[src/rtl/bia_pkg.sv]
// ----------------------------------------------------------------------------
// bia_pkg: shared types and constants of the bitmap id allocator
// command and status codes, the classified command word and small helpers
// ----------------------------------------------------------------------------
`default_nettype none

package bia_pkg;

  localparam int IDX_W       = 12;   // bit index width on the ports
  localparam int CFG_W       = 8;    // words_in_use register width
  localparam int WORD_W      = 32;   // map word width
  localparam int OFF_W       = 5;    // bit offset within a map word
  localparam int QUEUE_DEPTH = 2;    // command queue between front and back

  localparam logic [CFG_W-1:0]  WORDS_RESET = 8'd128;
  localparam logic [WORD_W-1:0] FULL_WORD   = 32'hffff_ffff;

  typedef enum logic [1:0] {
    CMD_ALLOC = 2'd0,
    CMD_FREE  = 2'd1,
    CMD_SET   = 2'd2,
    CMD_NOP   = 2'd3
  } cmd_t;

  typedef enum logic [1:0] {
    ST_DONE  = 2'd0,
    ST_FULL  = 2'd1,
    ST_RANGE = 2'd2
  } status_t;

  // command word after classification in the front
  typedef struct packed {
    cmd_t             cmd;
    logic [IDX_W-1:0] bit_index;
    logic             in_range;
  } op_t;

  // status from the back to the front
  typedef struct packed {
    logic clearing;
  } back_stat_t;

  // position of the lowest zero bit, zero for an all-ones word
  function automatic logic [OFF_W-1:0] lowest_zero(input logic [WORD_W-1:0] w);
    logic [OFF_W-1:0] pos;
    pos = '0;
    for (int b = WORD_W - 1; b >= 0; b--) begin
      if (!w[b]) begin
        pos = OFF_W'(b);
      end
    end
    return pos;
  endfunction

endpackage

`default_nettype wire

[src/rtl/bia_ram.sv]
// ----------------------------------------------------------------------------
// bia_ram: generic single-write, single-read memory
// one write port and one read port, read data registered
// ----------------------------------------------------------------------------
`default_nettype none

module bia_ram #(
  parameter  int WIDTH = 32,
  parameter  int DEPTH = 128,
  localparam int AW    = (DEPTH > 1) ? $clog2(DEPTH) : 1
) (
  input  logic             clk,
  input  logic             we,
  input  logic [AW-1:0]    waddr,
  input  logic [WIDTH-1:0] wdata,
  input  logic             re,
  input  logic [AW-1:0]    raddr,
  output logic [WIDTH-1:0] rdata
);

  logic [WIDTH-1:0] mem_r [DEPTH];
  logic [WIDTH-1:0] rdata_r;

  always_ff @(posedge clk) begin
    if (we) begin
      mem_r[waddr] <= wdata;
    end
    if (re) begin
      rdata_r <= mem_r[raddr];
    end
  end

  assign rdata = rdata_r;

endmodule

`default_nettype wire

[src/rtl/bia_fifo.sv]
// ----------------------------------------------------------------------------
// bia_fifo: short command queue between front and back
// holds classified command words so each side can stall on its own
// ----------------------------------------------------------------------------
`default_nettype none

module bia_fifo (
  input  logic          clk,
  input  logic          rst_n,
  input  logic          push,
  input  bia_pkg::op_t  push_data,
  input  logic          pop,
  output bia_pkg::op_t  pop_data,
  output logic          empty,
  output logic          full
);

  import bia_pkg::*;

  localparam int PW = (QUEUE_DEPTH > 1) ? $clog2(QUEUE_DEPTH) : 1;
  localparam int CW = $clog2(QUEUE_DEPTH + 1);
  localparam logic [PW-1:0] LAST_PTR = PW'(QUEUE_DEPTH - 1);

  op_t           mem_r [QUEUE_DEPTH];
  logic [PW-1:0] wr_ptr_r, wr_ptr_nxt;
  logic [PW-1:0] rd_ptr_r, rd_ptr_nxt;
  logic [CW-1:0] cnt_r, cnt_nxt;

  always_comb begin
    wr_ptr_nxt = wr_ptr_r;
    rd_ptr_nxt = rd_ptr_r;
    cnt_nxt    = cnt_r;
    if (push) begin
      wr_ptr_nxt = (wr_ptr_r == LAST_PTR) ? '0 : wr_ptr_r + 1'b1;
    end
    if (pop) begin
      rd_ptr_nxt = (rd_ptr_r == LAST_PTR) ? '0 : rd_ptr_r + 1'b1;
    end
    if (push && !pop) begin
      cnt_nxt = cnt_r + 1'b1;
    end else if (pop && !push) begin
      cnt_nxt = cnt_r - 1'b1;
    end
  end

  always_ff @(posedge clk) begin
    if (push) begin
      mem_r[wr_ptr_r] <= push_data;
    end
    if (!rst_n) begin
      wr_ptr_r <= '0;
      rd_ptr_r <= '0;
      cnt_r    <= '0;
    end else begin
      wr_ptr_r <= wr_ptr_nxt;
      rd_ptr_r <= rd_ptr_nxt;
      cnt_r    <= cnt_nxt;
    end
  end

  assign pop_data = mem_r[rd_ptr_r];
  assign empty    = (cnt_r == '0);
  assign full     = (cnt_r == CW'(QUEUE_DEPTH));

endmodule

`default_nettype wire

[src/rtl/bia_front.sv]
// ----------------------------------------------------------------------------
// bia_front: input side of the allocator
// holds words_in_use, accepts command words and tags free/set range checks
// ----------------------------------------------------------------------------
`default_nettype none

module bia_front #(
  parameter  int MAP_BITS = 4096,
  localparam int WCNT_W   = $clog2(MAP_BITS / 32 + 1)
) (
  input  logic                       clk,
  input  logic                       rst_n,
  input  logic                       in_valid,
  output logic                       in_ready,
  input  logic [1:0]                 in_cmd,
  input  logic [bia_pkg::IDX_W-1:0]  in_bit_index,
  input  logic                       cfg_wr_en,
  input  logic [bia_pkg::CFG_W-1:0]  cfg_words_in_use,
  input  logic                       q_full,
  input  bia_pkg::back_stat_t        back_stat,
  output logic                       q_push,
  output bia_pkg::op_t               q_data,
  output logic [WCNT_W-1:0]          words_act
);

  import bia_pkg::*;

  localparam int MAX_WORDS = MAP_BITS / 32;
  localparam int CMP_W     = (WCNT_W > CFG_W) ? WCNT_W : CFG_W;
  localparam int LIM_W     = CMP_W + OFF_W;

  logic [CFG_W-1:0] words_cfg_r;
  logic [CMP_W-1:0] cfg_ext, max_ext, words_sel;
  logic [LIM_W-1:0] bit_limit, bit_ext;

  always_ff @(posedge clk) begin
    if (!rst_n) begin
      words_cfg_r <= WORDS_RESET;
    end else if (cfg_wr_en) begin
      words_cfg_r <= cfg_words_in_use;
    end
  end

  // clamp to the words the map really has
  assign cfg_ext   = CMP_W'(words_cfg_r);
  assign max_ext   = CMP_W'(MAX_WORDS);
  assign words_sel = (cfg_ext < max_ext) ? cfg_ext : max_ext;
  assign words_act = WCNT_W'(words_sel);

  assign bit_limit = {words_sel, {OFF_W{1'b0}}};
  assign bit_ext   = LIM_W'(in_bit_index);

  assign in_ready  = !q_full && !back_stat.clearing;
  assign q_push    = in_valid && in_ready;

  always_comb begin
    q_data.cmd       = cmd_t'(in_cmd);
    q_data.bit_index = in_bit_index;
    q_data.in_range  = (bit_ext < bit_limit);
  end

endmodule

`default_nettype wire

[src/rtl/bia_back.sv]
// ----------------------------------------------------------------------------
// bia_back: command engine of the allocator
// clears the map after reset, runs the hint scan and bit updates on the map
// memory and holds the result word until it is taken
// ----------------------------------------------------------------------------
`default_nettype none

module bia_back #(
  parameter  int MAP_BITS = 4096,
  localparam int AW       = (MAP_BITS / 32 > 1) ? $clog2(MAP_BITS / 32) : 1,
  localparam int WCNT_W   = $clog2(MAP_BITS / 32 + 1)
) (
  input  logic                       clk,
  input  logic                       rst_n,
  input  logic                       q_empty,
  output logic                       q_pop,
  input  bia_pkg::op_t               q_data,
  input  logic [WCNT_W-1:0]          words_act,
  output bia_pkg::back_stat_t        back_stat,
  output logic                       ram_we,
  output logic [AW-1:0]              ram_waddr,
  output logic [bia_pkg::WORD_W-1:0] ram_wdata,
  output logic                       ram_re,
  output logic [AW-1:0]              ram_raddr,
  input  logic [bia_pkg::WORD_W-1:0] ram_rdata,
  output logic                       out_valid,
  input  logic                       out_ready,
  output logic [bia_pkg::IDX_W-1:0]  out_result_index,
  output logic [1:0]                 out_status,
  output logic                       out_was_set
);

  import bia_pkg::*;

  typedef enum logic [2:0] {
    S_CLEAR,
    S_IDLE,
    S_READ,
    S_CHECK,
    S_RESP
  } state_t;

  localparam int MAX_WORDS = MAP_BITS / 32;
  localparam int LFB_W     = $clog2(2 * MAP_BITS);
  localparam int LB_W      = (LFB_W > IDX_W) ? LFB_W : IDX_W;
  localparam int HW        = WCNT_W + 1;
  localparam logic [AW-1:0] CLR_END_ADDR = AW'(MAX_WORDS - 1);

  state_t           state_r, state_nxt;
  logic [AW-1:0]    clr_cnt_r, clr_cnt_nxt;
  logic [AW-1:0]    addr_r, addr_nxt;
  logic [AW-1:0]    hint_r, hint_nxt;
  logic [LFB_W-1:0] lfb_r, lfb_nxt;
  op_t              op_r, op_nxt;
  logic [IDX_W-1:0] res_idx_r, res_idx_nxt;
  status_t          res_st_r, res_st_nxt;
  logic             res_was_r, res_was_nxt;
  logic             out_valid_r, out_valid_nxt;
  logic [IDX_W-1:0] out_idx_r, out_idx_nxt;
  status_t          out_st_r, out_st_nxt;
  logic             out_was_r, out_was_nxt;

  logic [HW-1:0]     words_ext, hint_ext, addr_inc_ext;
  logic [AW-1:0]     addr_inc, q_word;
  logic [OFF_W-1:0]  op_off, zero_off;
  logic [WORD_W-1:0] op_mask, zero_mask;
  logic              op_was;
  logic              out_free;

  assign words_ext    = HW'(words_act);
  assign hint_ext     = HW'(hint_r);
  assign addr_inc_ext = HW'(addr_r) + HW'(1);
  assign addr_inc     = addr_r + 1'b1;
  assign q_word       = AW'(q_data.bit_index >> OFF_W);

  assign op_off    = op_r.bit_index[OFF_W-1:0];
  assign op_mask   = WORD_W'(1) << op_off;
  assign op_was    = ram_rdata[op_off];
  assign zero_off  = lowest_zero(ram_rdata);
  assign zero_mask = WORD_W'(1) << zero_off;

  assign out_free  = !out_valid_r || out_ready;

  always_comb begin
    state_nxt     = state_r;
    clr_cnt_nxt   = clr_cnt_r;
    addr_nxt      = addr_r;
    hint_nxt      = hint_r;
    lfb_nxt       = lfb_r;
    op_nxt        = op_r;
    res_idx_nxt   = res_idx_r;
    res_st_nxt    = res_st_r;
    res_was_nxt   = res_was_r;
    out_valid_nxt = out_valid_r;
    out_idx_nxt   = out_idx_r;
    out_st_nxt    = out_st_r;
    out_was_nxt   = out_was_r;
    q_pop         = 1'b0;
    ram_we        = 1'b0;
    ram_waddr     = addr_r;
    ram_wdata     = '0;
    ram_re        = 1'b0;
    ram_raddr     = addr_r;

    if (out_valid_r && out_ready) begin
      out_valid_nxt = 1'b0;
    end

    case (state_r)
      S_CLEAR: begin
        ram_we      = 1'b1;
        ram_waddr   = clr_cnt_r;
        clr_cnt_nxt = clr_cnt_r + 1'b1;
        if (clr_cnt_r == CLR_END_ADDR) begin
          state_nxt = S_IDLE;
        end
      end

      S_IDLE: begin
        if (!q_empty) begin
          q_pop       = 1'b1;
          op_nxt      = q_data;
          res_idx_nxt = q_data.bit_index;
          res_st_nxt  = ST_DONE;
          res_was_nxt = 1'b0;
          state_nxt   = S_RESP;
          case (q_data.cmd)
            CMD_ALLOC: begin
              res_idx_nxt = '0;
              if (hint_ext < words_ext) begin
                addr_nxt  = hint_r;
                state_nxt = S_READ;
              end else begin
                res_st_nxt = ST_FULL;
              end
            end
            CMD_FREE, CMD_SET: begin
              if (q_data.in_range) begin
                addr_nxt  = q_word;
                state_nxt = S_READ;
              end else begin
                res_st_nxt = ST_RANGE;
              end
            end
            default: begin
            end
          endcase
        end
      end

      S_READ: begin
        ram_re    = 1'b1;
        ram_raddr = addr_r;
        state_nxt = S_CHECK;
      end

      S_CHECK: begin
        case (op_r.cmd)
          CMD_ALLOC: begin
            if (ram_rdata != FULL_WORD) begin
              ram_we      = 1'b1;
              ram_wdata   = ram_rdata | zero_mask;
              hint_nxt    = addr_r;
              res_idx_nxt = IDX_W'({addr_r, zero_off});
              state_nxt   = S_RESP;
            end else if (addr_inc_ext < words_ext) begin
              // next word read issued here, data checked next cycle
              ram_re    = 1'b1;
              ram_raddr = addr_inc;
              addr_nxt  = addr_inc;
            end else begin
              res_st_nxt = ST_FULL;
              state_nxt  = S_RESP;
            end
          end
          CMD_FREE: begin
            res_was_nxt = op_was;
            if (op_was) begin
              ram_we    = 1'b1;
              ram_wdata = ram_rdata & ~op_mask;
              if (LB_W'(op_r.bit_index) < LB_W'(lfb_r)) begin
                lfb_nxt  = LFB_W'(op_r.bit_index);
                hint_nxt = addr_r;
              end
            end
            state_nxt = S_RESP;
          end
          CMD_SET: begin
            res_was_nxt = op_was;
            ram_we      = 1'b1;
            ram_wdata   = ram_rdata | op_mask;
            state_nxt   = S_RESP;
          end
          default: begin
            state_nxt = S_RESP;
          end
        endcase
      end

      S_RESP: begin
        if (out_free) begin
          out_valid_nxt = 1'b1;
          out_idx_nxt   = res_idx_r;
          out_st_nxt    = res_st_r;
          out_was_nxt   = res_was_r;
          state_nxt     = S_IDLE;
        end
      end

      default: begin
        state_nxt = S_IDLE;
      end
    endcase
  end

  always_ff @(posedge clk) begin
    addr_r    <= addr_nxt;
    op_r      <= op_nxt;
    res_idx_r <= res_idx_nxt;
    res_st_r  <= res_st_nxt;
    res_was_r <= res_was_nxt;
    out_idx_r <= out_idx_nxt;
    out_st_r  <= out_st_nxt;
    out_was_r <= out_was_nxt;
    if (!rst_n) begin
      state_r     <= S_CLEAR;
      clr_cnt_r   <= '0;
      hint_r      <= '0;
      lfb_r       <= '1;
      out_valid_r <= 1'b0;
    end else begin
      state_r     <= state_nxt;
      clr_cnt_r   <= clr_cnt_nxt;
      hint_r      <= hint_nxt;
      lfb_r       <= lfb_nxt;
      out_valid_r <= out_valid_nxt;
    end
  end

  assign back_stat.clearing = (state_r == S_CLEAR);

  assign out_valid        = out_valid_r;
  assign out_result_index = out_idx_r;
  assign out_status       = out_st_r;
  assign out_was_set      = out_was_r;

endmodule

`default_nettype wire

[src/rtl/bitmap_id_allocator.sv]
// ----------------------------------------------------------------------------
// bitmap_id_allocator: first-free-bit identifier allocator
// bitmap of 32-bit words with a search hint; allocate, free and set commands
// ----------------------------------------------------------------------------
// The map lives in a simple dual-port memory of MAP_BITS/32 words (one
// write and one read per cycle). After reset the block clears every map
// word (128 by default) with in_ready low; config writes are taken during
// that time. An in-range free or set word passes from dequeue to result
// through pick up, memory read, check and update, and result load. An
// allocate adds a read and check for each all-ones word skipped above the
// search hint, since the scan reads one map word per cycle; an allocate with
// the hint already at or beyond words_in_use goes from pick up straight to
// result load and reports full; an out-of-range free or set and an unused
// code take that path too. A two-word command queue sits between the input
// and the engine, and the result sits in an output register, so new words
// keep arriving while a result waits to be taken. Allocation searches upward
// from the hint only: free bits below it are not found until a free moves
// the hint down. words_in_use is clamped to MAP_BITS/32; zero makes every
// free/set index out of range and every allocate full.
// ----------------------------------------------------------------------------
`default_nettype none

module bitmap_id_allocator #(
  parameter int MAP_BITS = 4096
) (
  input  logic                       clk,
  input  logic                       rst_n,
  // command words
  input  logic                       in_valid,
  output logic                       in_ready,
  input  logic [1:0]                 in_cmd,
  input  logic [bia_pkg::IDX_W-1:0]  in_bit_index,
  // result words
  output logic                       out_valid,
  input  logic                       out_ready,
  output logic [bia_pkg::IDX_W-1:0]  out_result_index,
  output logic [1:0]                 out_status,
  output logic                       out_was_set,
  // words_in_use register
  input  logic                       cfg_wr_en,
  input  logic [bia_pkg::CFG_W-1:0]  cfg_words_in_use
);

  import bia_pkg::*;

  localparam int MAX_WORDS = MAP_BITS / 32;
  localparam int AW        = (MAX_WORDS > 1) ? $clog2(MAX_WORDS) : 1;
  localparam int WCNT_W    = $clog2(MAX_WORDS + 1);

  // front to queue
  logic        q_push;
  op_t         q_push_data;
  logic        q_full;
  // queue to back
  logic        q_pop;
  op_t         q_pop_data;
  logic        q_empty;
  // shared status
  back_stat_t        back_stat;
  logic [WCNT_W-1:0] words_act;
  // map memory
  logic              ram_we;
  logic [AW-1:0]     ram_waddr;
  logic [WORD_W-1:0] ram_wdata;
  logic              ram_re;
  logic [AW-1:0]     ram_raddr;
  logic [WORD_W-1:0] ram_rdata;

  // accept and classify, hold the words_in_use register
  bia_front #(
    .MAP_BITS (MAP_BITS)
  ) u_front (
    .clk              (clk),
    .rst_n            (rst_n),
    .in_valid         (in_valid),
    .in_ready         (in_ready),
    .in_cmd           (in_cmd),
    .in_bit_index     (in_bit_index),
    .cfg_wr_en        (cfg_wr_en),
    .cfg_words_in_use (cfg_words_in_use),
    .q_full           (q_full),
    .back_stat        (back_stat),
    .q_push           (q_push),
    .q_data           (q_push_data),
    .words_act        (words_act)
  );

  // decouples input from the engine
  bia_fifo u_fifo (
    .clk       (clk),
    .rst_n     (rst_n),
    .push      (q_push),
    .push_data (q_push_data),
    .pop       (q_pop),
    .pop_data  (q_pop_data),
    .empty     (q_empty),
    .full      (q_full)
  );

  // clear pass, hint scan, bit updates, result register
  bia_back #(
    .MAP_BITS (MAP_BITS)
  ) u_back (
    .clk              (clk),
    .rst_n            (rst_n),
    .q_empty          (q_empty),
    .q_pop            (q_pop),
    .q_data           (q_pop_data),
    .words_act        (words_act),
    .back_stat        (back_stat),
    .ram_we           (ram_we),
    .ram_waddr        (ram_waddr),
    .ram_wdata        (ram_wdata),
    .ram_re           (ram_re),
    .ram_raddr        (ram_raddr),
    .ram_rdata        (ram_rdata),
    .out_valid        (out_valid),
    .out_ready        (out_ready),
    .out_result_index (out_result_index),
    .out_status       (out_status),
    .out_was_set      (out_was_set)
  );

  // bitmap words
  bia_ram #(
    .WIDTH (WORD_W),
    .DEPTH (MAX_WORDS)
  ) u_map_ram (
    .clk   (clk),
    .we    (ram_we),
    .waddr (ram_waddr),
    .wdata (ram_wdata),
    .re    (ram_re),
    .raddr (ram_raddr),
    .rdata (ram_rdata)
  );

endmodule

`default_nettype wire

[config.mk]
export PLATFORM = sky130hd
export DESIGN_NAME = bitmap_id_allocator
export DESIGN_NICKNAME = d
export VERILOG_FILES = /design/src/rtl/bia_pkg.sv /design/src/rtl/bia_ram.sv /design/src/rtl/bia_fifo.sv /design/src/rtl/bia_front.sv /design/src/rtl/bia_back.sv /design/src/rtl/bitmap_id_allocator.sv
export SDC_FILE = /design/constraint.sdc
export NUM_CORES = 2
export LEC_CHECK = 0
export ABC_AREA = 1
export CAP_MARGIN = 15
export CELL_PAD_IN_SITES_DETAIL_PLACEMENT = 1
export CELL_PAD_IN_SITES_GLOBAL_PLACEMENT = 1
export CORE_UTILIZATION = 30
export CTS_CLUSTER_DIAMETER = 150
export DETAILED_ROUTE_END_ITERATION = 8
export DONT_BUFFER_PORTS = 1
export GPL_TIMING_DRIVEN = 0
export PLACE_DENSITY_LB_ADDON = 0.1
export SLEW_MARGIN = 25
export SYNTH_ARGS = -nofsm -noshare
export SYNTH_HDL_FRONTEND = slang
export SYNTH_HIERARCHICAL = 1
export SYNTH_MEMORY_MAX_BITS = 65536
export SYNTH_SLANG_ARGS = --single-unit
[constraint.sdc]
create_clock -name clk -period 9.6 [get_ports clk]
set_clock_uncertainty 0.15 [all_clocks]
set_input_delay 1.92 -clock clk [delete_from_list [all_inputs] [get_ports clk]]
set_output_delay 1.92 -clock clk [all_outputs]
set_load 0.03 [all_outputs]
======== Word level (Yosys, flattened, before mapping) ========
Memory sizes are Yosys's and may differ from the RTL's. A register that Yosys moved wholly into a read port is not among the register bits.
Index checks and enable logic that the tools add are counted.
word-level totals
  bits in writable memories ............... 4,126
  logic and storage cells ................. 197
  output and inout bits ................... 17
  register bits after elaboration ......... 94
  input bits .............................. 27
  memories ................................ 2
operators by class
  magnitude comparators ................... 6
  add/subtract/negate cells ............... 7
  muxes and demuxes ....................... 102
  reduce and logical (&&, ||, !) cells .... 29
  equality and inequality tests ........... 26
  bitwise operators ....................... 5
  shift-type cells ........................ 2
memory list
  name             depth  width  rd ports  clocked after Yosys merged registers in  wr ports  line            text
  u_map_ram.mem_r  128    32     1         1                                        1         bia_ram.sv:21   logic [WIDTH-1:0] mem_r [DEPTH];
  u_fifo.mem_r     2      15     1         1                                        1         bia_fifo.sv:24  op_t mem_r [QUEUE_DEPTH];
operators by type and width
  kind                  count
  $mux 5                32
  $mux 32               3
  $pmux 32 s3           1
  $mux 7                11
  $or 32x32->32         2
  $shl 1x5->32 const A  2
  $mux 12               4
  $pmux 7 s2            3
  $and 32x32->32        1
  $ne 32x32->1 const B  1
  $not 32->32           1
  $lt 12x13->1          2
  $mux 3                8
  $pmux 12 s2           1
  $mux 1                22
  $pmux 3 s5            1
  $reduce_and 5->1      3
  $add 7x1->7 const B   2
  $mux 2                7
  $ne 2x1->1 const B    6
  $reduce_and 4->1      3
  $ne 2x2->1 const B    5
  $lt 9x8->1            1
  $ne 3x2->1 const B    3
  other kinds (30)      52

======== Longest topological paths before layout ========
  word-level depth ........................ 37
  gate-level depth with buffers ........... 37
  mapped depth without buffers ............ 37

======== Hierarchy ========
Netlist, hierarchy kept.
by module, submodules not included
  module     cells each  times used  area each (um2)  sequential area each (um2)
  bia_ram    13,389      1           164,954.5        123,958.9
  bia_back   859         1           6,187.2          2,152.1
  bia_fifo   82          1           1,366.3          1,001.0
  bia_front  87          1           596.8            160.2

======== Least setup slack after synthesis ========
Ideal clock, no wire load.
  path type ............................... flip-flop to flip-flop
  start point ............................. reg u_map_ram.rdata_r[30], in the netlist u_map_ram/rdata[30], read port of u_map_ram.mem_r
  end point ............................... mem u_map_ram.mem_r[0][16] (data pin)
  data required time ...................... 8,560 ps
  cell stages (with the launch flop) ...... 36
  slack ................................... 2,934 ps
  arrival time ............................ 5,626 ps
  setup time .............................. 890 ps
  cells stage by stage .................... edfxtp_1 -> nand2_1 -> nand2_1 -> nand2_1 -> nand2_1 -> nand2_1 -> nand2_1 -> nand2_1 -> nand2_1 -> nand2_1 -> nand2_1 -> nand2_1 -> nand2_1 -> nand2_1 -> nand2_1 -> nand2_1 -> nand2_1 -> nand2_1 -> nand2_1 -> nand2_1 -> nand2_1 -> nand2_1 -> nand2_1 -> nand2_1 -> nand2_1 -> nand2_1 -> nand2_1 -> nand2_1 -> nand2_2 -> nand2_4 -> nand2_4 -> nand2_4 -> nand4_1 -> o21bai_1 -> nand2_1 -> a21oi_1
between the ends
  word-level cells in the longest chain between the ends .. 36
RTL lines
  what                   line                       text
  start: declaration     bia_ram.sv:22              logic [WIDTH-1:0] rdata_r;
  $mux 5 (31 in series)  bia_pkg.sv:48              if (!w[b]) begin
  $shl 1x5->32           bia_back.sv:80             assign zero_mask = WORD_W'(1) << zero_off;
  $or 32x32->32          bia_back.sv:162            ram_wdata = ram_rdata | zero_mask;
  $mux 32                bia_back.sv:160            if (ram_rdata != FULL_WORD) begin
  $pmux 32 s3 *          bia_back.sv:158            case (op_r.cmd)
  $mux 32 *              bia_back.sv:109            case (state_r)
  net ram_wdata[16]      bitmap_id_allocator.sv:64  logic [WORD_W-1:0] ram_wdata;
  end: declaration       bia_ram.sv:21
The timed path passes the listed nets; every way through them passes the cells marked *. The select of a mux whose other input is x is not followed.

======== Worst setup path in the final report ========
  start point ............................. reg u_back.addr_r[0]
  end point ............................... reg u_map_ram.rdata_r[25], in the netlist u_map_ram/rdata[25], read port of u_map_ram.mem_r (data pin)
between the ends
  word-level cells in the longest chain between the ends .. 6
RTL lines
  what                      line                       text
  start: declaration        bia_back.sv:51             logic [AW-1:0] addr_r, addr_nxt;
  start signal: assignment  bia_back.sv:217            addr_r <= addr_nxt;
  $add 7x1->8               bia_back.sv:72             assign addr_inc_ext = HW'(addr_r) + HW'(1);
  $lt 9x8->1                bia_back.sv:166            end else if (addr_inc_ext < words_ext) begin
  $mux 7 * (2 in series)    n/a
  $mux 7 *                  bia_back.sv:158
  $mux 7 *                  bia_back.sv:109
  net ram_raddr[1]          bitmap_id_allocator.sv:66  logic [AW-1:0] ram_raddr;
The timed path passes the listed nets; every way through them passes the cells marked *.
A chain may end at the register's enable or synchronous reset.

==> results.json <==
{
  "cts_tree": "done",
  "grt_use_total_pct": 27.39,
  "via_count": 125900,
  "ioPinCount": 44,
  "drt-met1-wl_mm": 355.2,
  "synth_top_area_cell": "edfxtp_1",
  "layout_common_cells": "4372 x nand2_1, 4209 x edfxtp_1, 4072 x nand3_1",
  "synthFlopType": "edfxtp_1",
  "clockRootBuffer": "clkbuf_16",
  "synth.distinct_cells": 47,
  "synth-seq-cells": 4253,
  "fmaxAchievable_ghz": 0.1193,
  "cp-start-kind": "flop",
  "grt_overflow_total": 0,
  "synth_edf_count": 4209,
  "cts-buffers-inserted": 484,
  "clk_latency_ns": 1.05,
  "grt_pass1_vias": 121600,
  "fin_cells": 23430,
  "crit_path_end": "u_map_ram/rdata[25]",
  "nNetsFinal": 15490,
  "worstMarginPinSlew_ns": 1.156,
  "p_leak_nw": 71.99,
  "hold_path_class": "flop to flop",
  "min_period_ns": 8.384,
  "r2r_end": "u_map_ram/rdata[25]",
  "yosysWarnings": 6,
  "clockBufferDepth": 4,
  "powerDensity_nw_per_um2": 190.0,
  "routedWlPerCell_um": 34.83,
  "layout_commonest_cell": "nand2_1",
  "slew_viol_final": 0,
  "r2r-start": "u_back/addr_r[0]",
  "gp_congestion": 0.9513,
  "drv_cap": 0,
  "wl_met2_mm": 370.4,
  "drive_above_1_share_pct": 13.53,
  "synth_area_per_cell_sq_um": 12.01,
  "grt_pass1_wl_mm": 1091,
  "mappedNetlistNets": 14480,
  "setup_viol": 0,
  "seq_area_frac_synth_pct": 73.52,
  "syn_inst": 14420,
  "syn_to_final_growth_pct": 22.27,
  "async_reset_ff_share_pct": 0,
  "rows": 278,
  "finalSetupTns_ns": 0,
  "die-area_sq_um": 580100,
  "cts_setup_buffers": 0,
  "worstPathRequired_ns": 10.18,
  "cp-startpoint": "u_back/addr_r[0]",
  "die_h_um": 761.6,
  "place_inst": 22500,
  "port_buffers": 0,
  "start_util_pct": 30.16,
  "grt_setup_unrepaired": "no",
  "synth_top_area_share_pct": 73.01,
  "routed_wl_mm": 815.9,
  "die_w_um": 761.6,
  "grt_max_degree": 82,
  "netlist_area_sq_um": 173100,
  "clkSinkCount": 4253,
  "critPathCaptureType": "flop",
  "final_hold_viol_count": 0,
  "peakVddDrop_uv": 158.5,
  "outcome": "finished, final reports clean",
  "fillers": 60650,
  "firstDrtPassIters": 6,
  "coreArea_sq_um": 573900,
  "critPathMaxStageDelay_ns": 0.85,
  "crit_fanout": 10,
  "cpMaxStageDelayCell": "buf_2",
  "drc_errors": 0,
  "finalCritPeriodShare_pct": 87.34,
  "viasPerCell": 5.373,
  "cts_resized": 0,
  "place_hpwl_mm": 614.0,
  "ctsHoldBuffers": 0,
  "max_slew_margin_pct": 22.90,
  "htreeDepth": 5,
  "synthTopCellsByArea": "edfxtp_1 73%, nand3_1 12%, nand2_1 9.5%, buf_2 1.8%, dfxtp_1 0.51%",
  "antenna_found_initial": 83,
  "crit_type": "flop to flop",
  "r2r.worst_path.cells": 29,
  "routed.top_layer": "met5",
  "routed-wl-met3_mm": 52.66,
  "arrival_ns": 8.97,
  "first_iter_violations": 13790,
  "rrSetupSlack_ns": 1.22,
  "drtAntennaViolNets": 0,
  "path_clk_slew_ns": 0.06
}
## power by group
part | internal (mW) | switching, mW | total, mW
clock | 9.83 | 7.93 | 17.8
sequential | 20.5 | 0.0897 | 20.6
combinational | 0.412 | 1.42 | 1.83
## state kept, by name, summed over array words and instances (netlist names), 7 cells and up, named ones only
name,flops
u_back/out_result_index,12
u_back/op_r,9
u_back/res_idx_r,12
u_fifo/mem_r,30
u_map_ram/rdata,32
u_back/lfb_r,13
u_back/addr_r,7
u_back/hint_r,7
u_back/clr_cnt_r,7
u_map_ram/mem_r,4096
u_front/cfg_ext,8
## layout make-up
type                       count  area (sq um)  share of cell area [%]
antenna                       44         110.1                 0.05202
buffer                       969          5012                   2.368
clock buffer                 613         12720                   6.011
clock inverter               272          2057                  0.9718
inverter                     171         654.4                  0.3092
multi-input combinational   9024         41580                   19.64
sequential                  4253        127300                   60.13
tap                         7560          9459                   4.469
timing repair buffer         520         12790                   6.045
## routing by layer
| layer | global-route usage (%) | up-vias |
|---|---|---|
| li1 | - | 53790 |
| met1 | 38.01 | 66400 |
| met2 | 43.29 | 4585 |
| met3 | 3.898 | 1081 |
| met4 | 11.00 | 10 |
| met5 | 0 | - |
## how the worst min path moves through the flow
stage                     cells after the start  slack, ns                 from                          to
after detailed placement                      0       0.26   u_back/res_st_r[1]        u_back/out_status[1]
after floorplan                               0       0.25  u_back/res_idx_r[0]  u_back/out_result_index[0]
final                                         0       0.26  u_back/res_idx_r[2]  u_back/out_result_index[2]
after CTS                                     0       0.27  u_back/res_idx_r[2]  u_back/out_result_index[2]
after global routing                          0       0.29  u_back/res_idx_r[2]  u_back/out_result_index[2]
after global placement                        0       0.26  u_back/res_idx_r[3]  u_back/out_result_index[3]
## logic make-up after synthesis
kind of cell / share of synthesized area (%)
flip-flops: 73.52
multiplexers: 0.1193
AO/OA/AOI/OAI: 0.8768
XOR/XNOR: 0.01012
buffers and inverters: 3.222
adder cells (fa/ha/maj): 0.2819
AND/OR/NAND/NOR: 21.97
## synth_stat cells (2+ instances only)
library cell	instances
nand2_1	4373
edfxtp_1	4209
nand3_1	4074
buf_2	613
nor2_1	202
inv_1	160
clkbuf_1	136
buf_1	102
buf_4	101
o21ai_0	77
a21oi_1	59
o211ai_1	51
dfxtp_1	44
ha_1	39
nand4_1	28
nor3_1	19
o22ai_1	17
a21oi_2	15
buf_6	14
nor4_1	11
mux2_4	10
o21ai_1	8
o21bai_1	8
inv_2	5
mux2_2	5
clkinv_1	3
inv_4	3
nand2_4	3
nor2_4	3
o2111ai_1	3
a2111oi_0	2
a211oi_1	2
buf_8	2
o311ai_0	2
xor2_1	2
## through the flow
stage	hold WS [ns]	power [mW]	utilization [%]	setup WS [ns]	instance area, sq um
after detailed placement	0.2630	22.83	34.28	1.225	196800
after global routing	0.2872	41.29	36.87	0.9848	211600
after CTS	0.2687	40.54	36.86	1.216	211500
after global placement	0.2599	22.61	31.81	-8.471	182600
final	0.2637	40.22	36.88	1.216	211700
after floorplan	0.2503	21.81	-	2.934	173100
## critical path, delay by kind of cell, from the launching register on
| family | cells | cell delay [ns] |
|---|---|---|
| DFF | 1 | 0.44 |
| buffers and inverters | 10 | 3.08 |
| and+or+nand+nor | 11 | 2.86 |
| AOI/OAI and AO/OA | 7 | 1.14 |
| adders and majority gates | 1 | 0.24 |
Power figures use the tool's default switching activity.
